==> src/rtl/core/hrbc_pkg.sv <==
// Shared constants and types for the hex record block combiner.
package hrbc_pkg;

    localparam int BLOCK_BYTES = 256;
    localparam int CHUNK_BYTES = 8;
    localparam int ROWS        = BLOCK_BYTES / CHUNK_BYTES;
    localparam int ROW_W       = $clog2(ROWS);
    localparam int LANE_W      = $clog2(CHUNK_BYTES);
    localparam int FILL_W      = $clog2(BLOCK_BYTES + 1);
    localparam int ADDR_W      = 32;
    localparam int COUNT_W     = 8;
    localparam int OFFSET_W    = 8;
    localparam int BYTES_W     = 4;
    localparam int CHUNK_W     = CHUNK_BYTES * 8;
    localparam int S_DATA_W    = 48;
    localparam int S_USER_W    = 2;
    localparam int M_DATA_W    = 112;

    typedef enum logic [0:0]
    {
        ST_IDLE,
        ST_EMIT
    } state_t;

endpackage

==> src/rtl/core/hrbc_block_ram.sv <==
// Block byte store: one row per chunk, byte-lane writes, registered row reads.
module hrbc_block_ram
(
    input  logic                          clk,
    input  logic                          we,
    input  logic [hrbc_pkg::ROW_W-1:0]    waddr,
    input  logic [hrbc_pkg::LANE_W-1:0]   wlane,
    input  logic [7:0]                    wbyte,
    input  logic                          re,
    input  logic [hrbc_pkg::ROW_W-1:0]    raddr,
    output logic [hrbc_pkg::CHUNK_W-1:0]  rdata
);
    import hrbc_pkg::*;

    logic [CHUNK_W-1:0] mem_q [ROWS];

    always_ff @(posedge clk)
    begin
        if (we)
        begin
            mem_q[waddr][wlane*8 +: 8] <= wbyte;
        end
    end

    // read data holds while no read is issued
    always_ff @(posedge clk)
    begin
        if (re)
        begin
            rdata <= mem_q[raddr];
        end
    end

endmodule

==> src/rtl/core/hex_record_block_combiner.sv <==
// Top level: record byte gathering, block bookkeeping and chunk emission.
// An item that closes no block is absorbed in its accept cycle.
// An item that emits a block of F filled bytes gives ceil(F/8) chunks once the FSM
// is in ST_EMIT; the input waits until the last is taken.
// Chunk rate is one per cycle while m_tready holds, set by the single 64-bit row read port.
// Reset clears block state (no open block); store contents stay undefined until written.
module hex_record_block_combiner
(
    input  logic                            clk,
    input  logic                            rst_n,
    input  logic                            s_tvalid,
    output logic                            s_tready,
    // record_address[31:0], record_count[39:32], data_byte[47:40]
    input  logic [hrbc_pkg::S_DATA_W-1:0]   s_tdata,
    // op[0], first_of_record[1]
    input  logic [hrbc_pkg::S_USER_W-1:0]   s_tuser,
    output logic                            m_tvalid,
    input  logic                            m_tready,
    // block_address[31:0], chunk_offset[39:32], chunk_data[103:40],
    // chunk_bytes[107:104], zero[111:108]
    output logic [hrbc_pkg::M_DATA_W-1:0]   m_tdata,
    output logic                            m_tlast
);
    import hrbc_pkg::*;

    state_t               state_reg, state_next;
    logic [ADDR_W-1:0]    start_reg;
    logic [FILL_W-1:0]    fill_reg;
    logic                 open_reg;

    logic [ADDR_W-1:0]    pend_start_reg;
    logic                 pend_open_reg;
    logic                 pend_write_reg;
    logic [7:0]           pend_byte_reg;

    logic [ROW_W-1:0]     rptr_reg;
    logic                 issue_done_reg;
    logic                 out_valid_reg;
    logic [OFFSET_W-1:0]  out_offset_reg;
    logic [BYTES_W-1:0]   out_bytes_reg;
    logic                 out_last_reg;

    logic                 in_op;
    logic                 in_first;
    logic [ADDR_W-1:0]    in_addr;
    logic [COUNT_W-1:0]   in_count;
    logic [7:0]           in_byte;

    logic [ADDR_W:0]      end_sum;
    logic [ADDR_W:0]      limit_sum;
    logic [ADDR_W:0]      rec_end;
    logic                 cont;
    logic                 has_data;

    logic                 dec_emit;
    logic [ADDR_W-1:0]    dec_start;
    logic                 dec_open;
    logic                 dec_write;
    logic [FILL_W-1:0]    dec_base;

    logic                 accept;
    logic                 commit;
    logic                 rd_issue;

    logic [FILL_W-1:0]    fill_m1;
    logic [ROW_W-1:0]     last_row;
    logic [BYTES_W-1:0]   tail_bytes;
    logic [BYTES_W-1:0]   row_bytes;

    logic                 ram_we;
    logic [ROW_W-1:0]     ram_waddr;
    logic [LANE_W-1:0]    ram_wlane;
    logic [7:0]           ram_wbyte;
    logic [CHUNK_W-1:0]   ram_rdata;
    logic [CHUNK_W-1:0]   chunk_masked;

    assign in_op    = s_tuser[0];
    assign in_first = s_tuser[1];
    assign in_addr  = s_tdata[31:0];
    assign in_count = s_tdata[39:32];
    assign in_byte  = s_tdata[47:40];

    // continue test, computed without wrap
    assign end_sum   = {1'b0, start_reg} + {{(ADDR_W + 1 - FILL_W){1'b0}}, fill_reg};
    assign limit_sum = {1'b0, start_reg} + (ADDR_W + 1)'(BLOCK_BYTES);
    assign rec_end   = {1'b0, in_addr} + {{(ADDR_W + 1 - COUNT_W){1'b0}}, in_count};
    assign cont      = open_reg && ({1'b0, in_addr} == end_sum) && (rec_end <= limit_sum);
    assign has_data  = open_reg && (fill_reg != '0);

    always_comb
    begin
        dec_emit  = 1'b0;
        dec_start = start_reg;
        dec_open  = open_reg;
        dec_write = 1'b0;
        dec_base  = fill_reg;
        if (in_op)
        begin
            dec_emit  = has_data;
            dec_start = '0;
            dec_open  = 1'b0;
            dec_base  = '0;
        end
        else if (in_first && !cont)
        begin
            dec_emit  = has_data;
            dec_start = in_addr;
            dec_open  = 1'b1;
            dec_base  = '0;
            dec_write = 1'b1;
        end
        else if (open_reg)
        begin
            dec_write = 1'b1;
            // full block: emit it and roll over to the next block address
            if (fill_reg == FILL_W'(BLOCK_BYTES))
            begin
                dec_emit  = 1'b1;
                dec_start = start_reg + ADDR_W'(BLOCK_BYTES);
                dec_base  = '0;
            end
        end
    end

    assign fill_m1    = fill_reg - 1'b1;
    assign last_row   = fill_m1[LANE_W +: ROW_W];
    assign tail_bytes = (fill_reg[LANE_W-1:0] == '0) ? BYTES_W'(CHUNK_BYTES)
                                                      : BYTES_W'(fill_reg[LANE_W-1:0]);
    assign row_bytes  = (rptr_reg == last_row) ? tail_bytes : BYTES_W'(CHUNK_BYTES);

    // next state
    always_comb
    begin
        state_next = state_reg;
        case (state_reg)
            ST_IDLE:
            begin
                if (accept && dec_emit)
                begin
                    state_next = ST_EMIT;
                end
            end
            ST_EMIT:
            begin
                if (commit)
                begin
                    state_next = ST_IDLE;
                end
            end
            default:
            begin
                state_next = ST_IDLE;
            end
        endcase
    end

    // outputs and strobes
    always_comb
    begin
        s_tready = 1'b0;
        rd_issue = 1'b0;
        case (state_reg)
            ST_IDLE:
            begin
                s_tready = 1'b1;
            end
            ST_EMIT:
            begin
                rd_issue = !issue_done_reg && (!out_valid_reg || m_tready);
            end
            default:
            begin
                s_tready = 1'b0;
            end
        endcase
    end

    assign accept = s_tvalid && s_tready;
    assign commit = out_valid_reg && m_tready && out_last_reg;

    always_ff @(posedge clk or negedge rst_n)
    begin
        if (!rst_n)
        begin
            state_reg      <= ST_IDLE;
            start_reg      <= '0;
            fill_reg       <= '0;
            open_reg       <= 1'b0;
            issue_done_reg <= 1'b0;
            out_valid_reg  <= 1'b0;
            rptr_reg       <= '0;
        end
        else
        begin
            state_reg <= state_next;
            if (accept && !dec_emit)
            begin
                start_reg <= dec_start;
                open_reg  <= dec_open;
                fill_reg  <= dec_base + FILL_W'(dec_write);
            end
            else if (commit)
            begin
                start_reg <= pend_start_reg;
                open_reg  <= pend_open_reg;
                fill_reg  <= FILL_W'(pend_write_reg);
            end

            if (accept && dec_emit)
            begin
                rptr_reg       <= '0;
                issue_done_reg <= 1'b0;
            end
            else if (rd_issue)
            begin
                rptr_reg       <= rptr_reg + 1'b1;
                issue_done_reg <= (rptr_reg == last_row);
            end

            if (rd_issue)
            begin
                out_valid_reg <= 1'b1;
            end
            else if (m_tready)
            begin
                out_valid_reg <= 1'b0;
            end
        end
    end

    // hold the request that caused the emission until the block has drained; register chunk offset, bytes, last
    always_ff @(posedge clk)
    begin
        if (accept && dec_emit)
        begin
            pend_start_reg <= dec_start;
            pend_open_reg  <= dec_open;
            pend_write_reg <= dec_write;
            pend_byte_reg  <= in_byte;
        end
        if (rd_issue)
        begin
            out_offset_reg <= OFFSET_W'({rptr_reg, {LANE_W{1'b0}}});
            out_bytes_reg  <= row_bytes;
            out_last_reg   <= (rptr_reg == last_row);
        end
    end

    always_comb
    begin
        ram_we    = 1'b0;
        ram_waddr = dec_base[LANE_W +: ROW_W];
        ram_wlane = dec_base[LANE_W-1:0];
        ram_wbyte = in_byte;
        if (commit)
        begin
            ram_we    = pend_write_reg;
            ram_waddr = '0;
            ram_wlane = '0;
            ram_wbyte = pend_byte_reg;
        end
        else if (accept && !dec_emit)
        begin
            ram_we = dec_write;
        end
    end

    hrbc_block_ram u_block_ram
    (
        .clk   (clk),
        .we    (ram_we),
        .waddr (ram_waddr),
        .wlane (ram_wlane),
        .wbyte (ram_wbyte),
        .re    (rd_issue),
        .raddr (rptr_reg),
        .rdata (ram_rdata)
    );

    // zero the lanes past the valid byte count
    always_comb
    begin
        for (int k = 0; k < CHUNK_BYTES; k++)
        begin
            chunk_masked[k*8 +: 8] = (BYTES_W'(k) < out_bytes_reg) ? ram_rdata[k*8 +: 8] : 8'h00;
        end
    end

    assign m_tvalid = out_valid_reg;
    assign m_tlast  = out_last_reg;
    assign m_tdata  = {{(M_DATA_W - ADDR_W - OFFSET_W - CHUNK_W - BYTES_W){1'b0}},
                       out_bytes_reg, chunk_masked, out_offset_reg, start_reg};

    a_out_only_emit: assert property (@(posedge clk) disable iff (!rst_n)
        m_tvalid |-> state_reg == ST_EMIT)
        else $error("chunk presented outside emission");

    a_fill_bound: assert property (@(posedge clk) disable iff (!rst_n)
        fill_reg <= FILL_W'(BLOCK_BYTES))
        else $error("block fill past block size");

    a_closed_empty: assert property (@(posedge clk) disable iff (!rst_n)
        !open_reg |-> fill_reg == '0)
        else $error("closed block holds bytes");

    a_last_returns: assert property (@(posedge clk) disable iff (!rst_n)
        (m_tvalid && m_tready && m_tlast) |=> (state_reg == ST_IDLE && !m_tvalid))
        else $error("emission did not end after last chunk");

endmodule

==> config.mk <==
export PLATFORM = sky130hd
export DESIGN_NAME = hex_record_block_combiner
export DESIGN_NICKNAME = d
export VERILOG_FILES = /design/src/rtl/core/hrbc_pkg.sv /design/src/rtl/core/hrbc_block_ram.sv /design/src/rtl/core/hex_record_block_combiner.sv
export SDC_FILE = /design/constraint.sdc
export NUM_CORES = 2
export LEC_CHECK = 0
export ABC_AREA = 1
export BUFFER_PORTS_ARGS = -buffer_cell sky130_fd_sc_hd__buf_4
export CAP_MARGIN = 30
export CELL_PAD_IN_SITES_DETAIL_PLACEMENT = 1
export CELL_PAD_IN_SITES_GLOBAL_PLACEMENT = 2
export CORE_ASPECT_RATIO = 0.7
export CORE_MARGIN = 8
export CORE_UTILIZATION = 48
export CTS_CLUSTER_SIZE = 16
export DETAILED_ROUTE_END_ITERATION = 8
export GPL_ROUTABILITY_DRIVEN = 0
export HOLD_SLACK_MARGIN = 0.08
export PLACE_DENSITY_LB_ADDON = 0.05
export SYNTH_ARGS = -nofsm -noshare
export SYNTH_HDL_FRONTEND = slang
export SYNTH_SLANG_ARGS = --single-unit
==> constraint.sdc <==
create_clock -name clk -period 15.19 [get_ports clk]
set_input_delay 0.7595 -clock clk [delete_from_list [all_inputs] [get_ports clk]]
set_output_delay 0.7595 -clock clk [all_outputs]
set_load 0.02 [all_outputs]
==> flow_metrics.env <==
export IMPL_wl_per_cell_um=32.0
export IMPL_seqPwrFrac_pct=37.9
export IMPL_hold_violations=0
export IMPL_drv_slew=0
export IMPL_grt_pass1_wl_um=469000
export IMPL_synthAdderAreaFrac_pct=0.802
export IMPL_synth_cell_types=62
export IMPL_avgSynthCellArea_um2=12.3
export IMPL_final_setup_skew_ns=0.0612
export IMPL_yosysMostFrequentCell="edfxtp_1"
export IMPL_numPortBuffers=161
export IMPL_r2r_start="start_reg[9]"
export IMPL_drt_met1_wl_um=150000
export IMPL_clk_latency_ns=0.88
export IMPL_irDropWorstVdd_uv=147
export IMPL_largest_register_ff_count=2048
export IMPL_synth_area_um2=92400
export IMPL_switching_share_pct=38.3
export IMPL_yosys_area_share_simple_pct=11.4
export IMPL_antenna_found_initial=15
export IMPL_drc_errors=0
export IMPL_reg_largest_list="u_block_ram.mem_q x2048, u_block_ram.rdata x64"
export IMPL_relSlewSlack_pct=24.1
export IMPL_dp_hpwl_um=207000
export IMPL_drt_initial_drc_count=8366
export IMPL_cts_sinks=2213
export IMPL_worst_r2r_setup_slack_ns=6.04
export IMPL_p_leak_nw=34.3
export IMPL_clkPwrFrac_pct=28.9
export IMPL_hold_class="in2reg"
export IMPL_power_mw=18.9
export IMPL_power_internal_mw=11.7
export IMPL_status="complete, no violations"
export IMPL_switching_power_mw=7.25
export IMPL_ys_flop_type="edfxtp_1"
export IMPL_power_density_nw_per_um2=182
export IMPL_grt_pass1_vias=63200
export IMPL_synth_edff_count=2163
export IMPL_postCtsSetupBuffers=0
export IMPL_syn_to_final_growth_pct=12.3
export IMPL_wl_um=329000
export IMPL_start_util_pct=48.4
export IMPL_dr_wl_met2_um=141000
export IMPL_tightest_slew_ns=1.14
export IMPL_via_per_inst=6.32
export IMPL_cp_start_kind="input port"
export IMPL_seq_area_frac_synth_pct=71.7
export IMPL_top_level_ports=169
export IMPL_synthXorXnorAreaFrac_pct=0.806
export IMPL_critical_path_startpoint="s_tdata[2]"
export IMPL_cts_root_buf="clkbuf_16"
export IMPL_timing_fmax_mhz=103
export IMPL_finalSetupViolations=0
export IMPL_post_synth_top_area_cell="edfxtp_1"
export IMPL_drt_first_pass_iters=6
export IMPL_critPathCapture="u_block_ram.mem_q[19][16]"
export IMPL_syn_inst=7495
export IMPL_worst_setup_path_end_kind="flip-flop"
export IMPL_met3_length_um=29900
export IMPL_cp_slowest_stage_delay_ns=0.97
export IMPL_cts_tree="yes"
export IMPL_grt_max_degree=200
export IMPL_die_w_um=540
export IMPL_die_area_um2=207000
export IMPL_fin_setup_tns_ns=0
export IMPL_cts_clk_slew_worst_paths_ns=0.06
export IMPL_top_layer="met4"
export IMPL_criticalPathCategory="in2reg"
export IMPL_die_h_um=383
export IMPL_fin_nets=7709
export IMPL_synth_top_family_by_area="compound AO/OA/AOI/OAI gates"
export IMPL_drive_gt1_share_pct=11.2
export IMPL_r2r_end="u_block_ram.mem_q[19][16]"
export IMPL_yosys_top_cells_area="edfxtp_1 (70%), nor2_1 (6.1%), o21ai_0 (6.1%), o22ai_1 (2.3%), nand2_1 (1.9%)"
export IMPL_vias=65000
export IMPL_synth_commonest_cells="edfxtp_1 (2163), nor2_1 (1503), o21ai_0 (1121)"
export IMPL_synth_top_area_share_pct=70.3
export IMPL_ys_async_sr_fraction_pct=2.26
export IMPL_fin_crit_sh_pct=64.1
export IMPL_critPathMaxFanout=44
export IMPL_cts_buffers=215
export IMPL_combPwrFrac_pct=33.2
export IMPL_maxCapViolations=0
export IMPL_core_um2=191000
export IMPL_overflow=0
export IMPL_clock_path_buffers=4
export IMPL_h_tree_depth=4
export IMPL_post_route_min_period_ns=9.74
export IMPL_critPathSlowestCell="nor3_1"
export IMPL_synth_seq_cells=2213
export IMPL_crit_required_ns=15.67
export IMPL_rsz0062_at_grt="no"
export IMPL_largest_register="u_block_ram.mem_q"
export IMPL_drtAntennaViolNets=0
export IMPL_grt_util_all_layers_pct=30.8
export IMPL_worstRegToRegCells=27
export IMPL_yosysWarnings=0
export IMPL_synth_compound_area_share_pct=12.0
export IMPL_synthMuxAreaShare_pct=0.0758
export IMPL_worstPathArrival_ns=10.22
export IMPL_row_count=134
==> worst min path at each step <==
stage,end,cells past startpoint,from,slack (ns)
6_report,m_tvalid,4,m_tready,0.22
5_1_grt,start_reg[30],2,rst_n,0.20
4_1_cts,start_reg[22],2,rst_n,0.16
3_5_place_dp,start_reg[30],2,pend_start_reg[30],0.49
3_3_place_gp,start_reg[20],2,pend_start_reg[20],0.47
2_1_floorplan,out_offset_reg[4],0,rptr_reg[1],0.45
==> worst max-delay path: cells and delay by family <==
kind	cells	cell delay, ns
compound gates	4	0.84
xor+xnor	1	0.09
fa+ha+maj	4	1.05
buf+inv	4	0.92
simple gates	22	6.46
==> routing by layer <==
layer	vias up	GRT usage, %
met3	417	5.92
met2	3029	44.4
met1	33800	47.8
met4	0	7.72
li1	27800	-
met5	-	0
==> area by class of cell <==
type	instances	area [µm²]
Timing Repair Buffer	398	2950
Multi-Input combinational cell	4497	23400
Sequential cell	2213	66200
Antenna cell	5	12.5
Fill cell	19000	87200
Tap cell	2516	3150
Clock buffer	268	5710
Clock inverter	121	1270
Inverter	272	1050
==> per-stage QoR <==
stage | hold WS (ns) | worst slack [ns] | instance area, µm² | util, % | std cells
floorplan | 0.449 | 7.44 | 92400 | - | 7501
global placement | 0.473 | 5.15 | 96200 | 50.4 | 9815
detailed placement | 0.491 | 4.84 | 96400 | 50.5 | 9836
CTS | 0.164 | 5.72 | 103000 | 54.2 | 10200
global route | 0.204 | 4.90 | 104000 | 54.3 | 10300
finish | 0.219 | 5.45 | 104000 | 54.3 | 10300
==> power by group through the flow <==
stage / Clock, mW / Sequential [mW] / Combinational (mW)
detailed placement: 0 / 7.29 / 6.17
floorplan: 0 / 7.19 / 3.63
global placement: 0 / 7.28 / 6.09
global route: 5.72 / 7.17 / 6.69
CTS: 5.52 / 7.16 / 6.21
finish: 5.47 / 7.16 / 6.27
==> cell families (layout without fill, tap and decap cells) <==
group	count (synthesis)	after routing
and+or+nand+nor	2454	2454
buffers and inverters	791	1059
AOI/OAI and AO/OA	1886	1886
muxes	7	7
adders and majority gates	58	58
other	1	12
xor gates and xnor gates	85	85
DFF	2213	2213
==> placed cells by master, fill, tap and decap left out, types with 13 or more instances in the layout <==
cell,n
a211oi_1,21
a21oi_1,76
a221oi_1,35
a31oi_1,13
a32oi_1,27
buf_2,35
buf_4,319
bufinv_16,27
clkbuf_1,44
clkbuf_16,219
clkbuf_2,18
clkinv_1,51
clkinv_2,35
dfrtp_1,46
edfxtp_1,2163
ha_1,56
inv_1,256
nand2_1,472
nand2_2,13
nand3_1,191
nand3_2,24
nand3_4,14
nand4_1,48
nor2_1,1447
nor2_2,57
nor3_1,118
nor3_2,16
o211ai_1,38
o21ai_0,1121
o221ai_1,172
o22ai_1,335
xnor2_1,16
xor2_1,69
==> repair_timing <==
| action | in CTS | in global routing |
|---|---|---|
| gates resized for setup | 0 | 0 |
| hold buffers | 9 | 0 |
| setup endpoints to repair | 0 | 0 |
| endpoints found under the hold margin | 18 | 0 |
No activity file was read; power rests on OpenSTA's default activity.
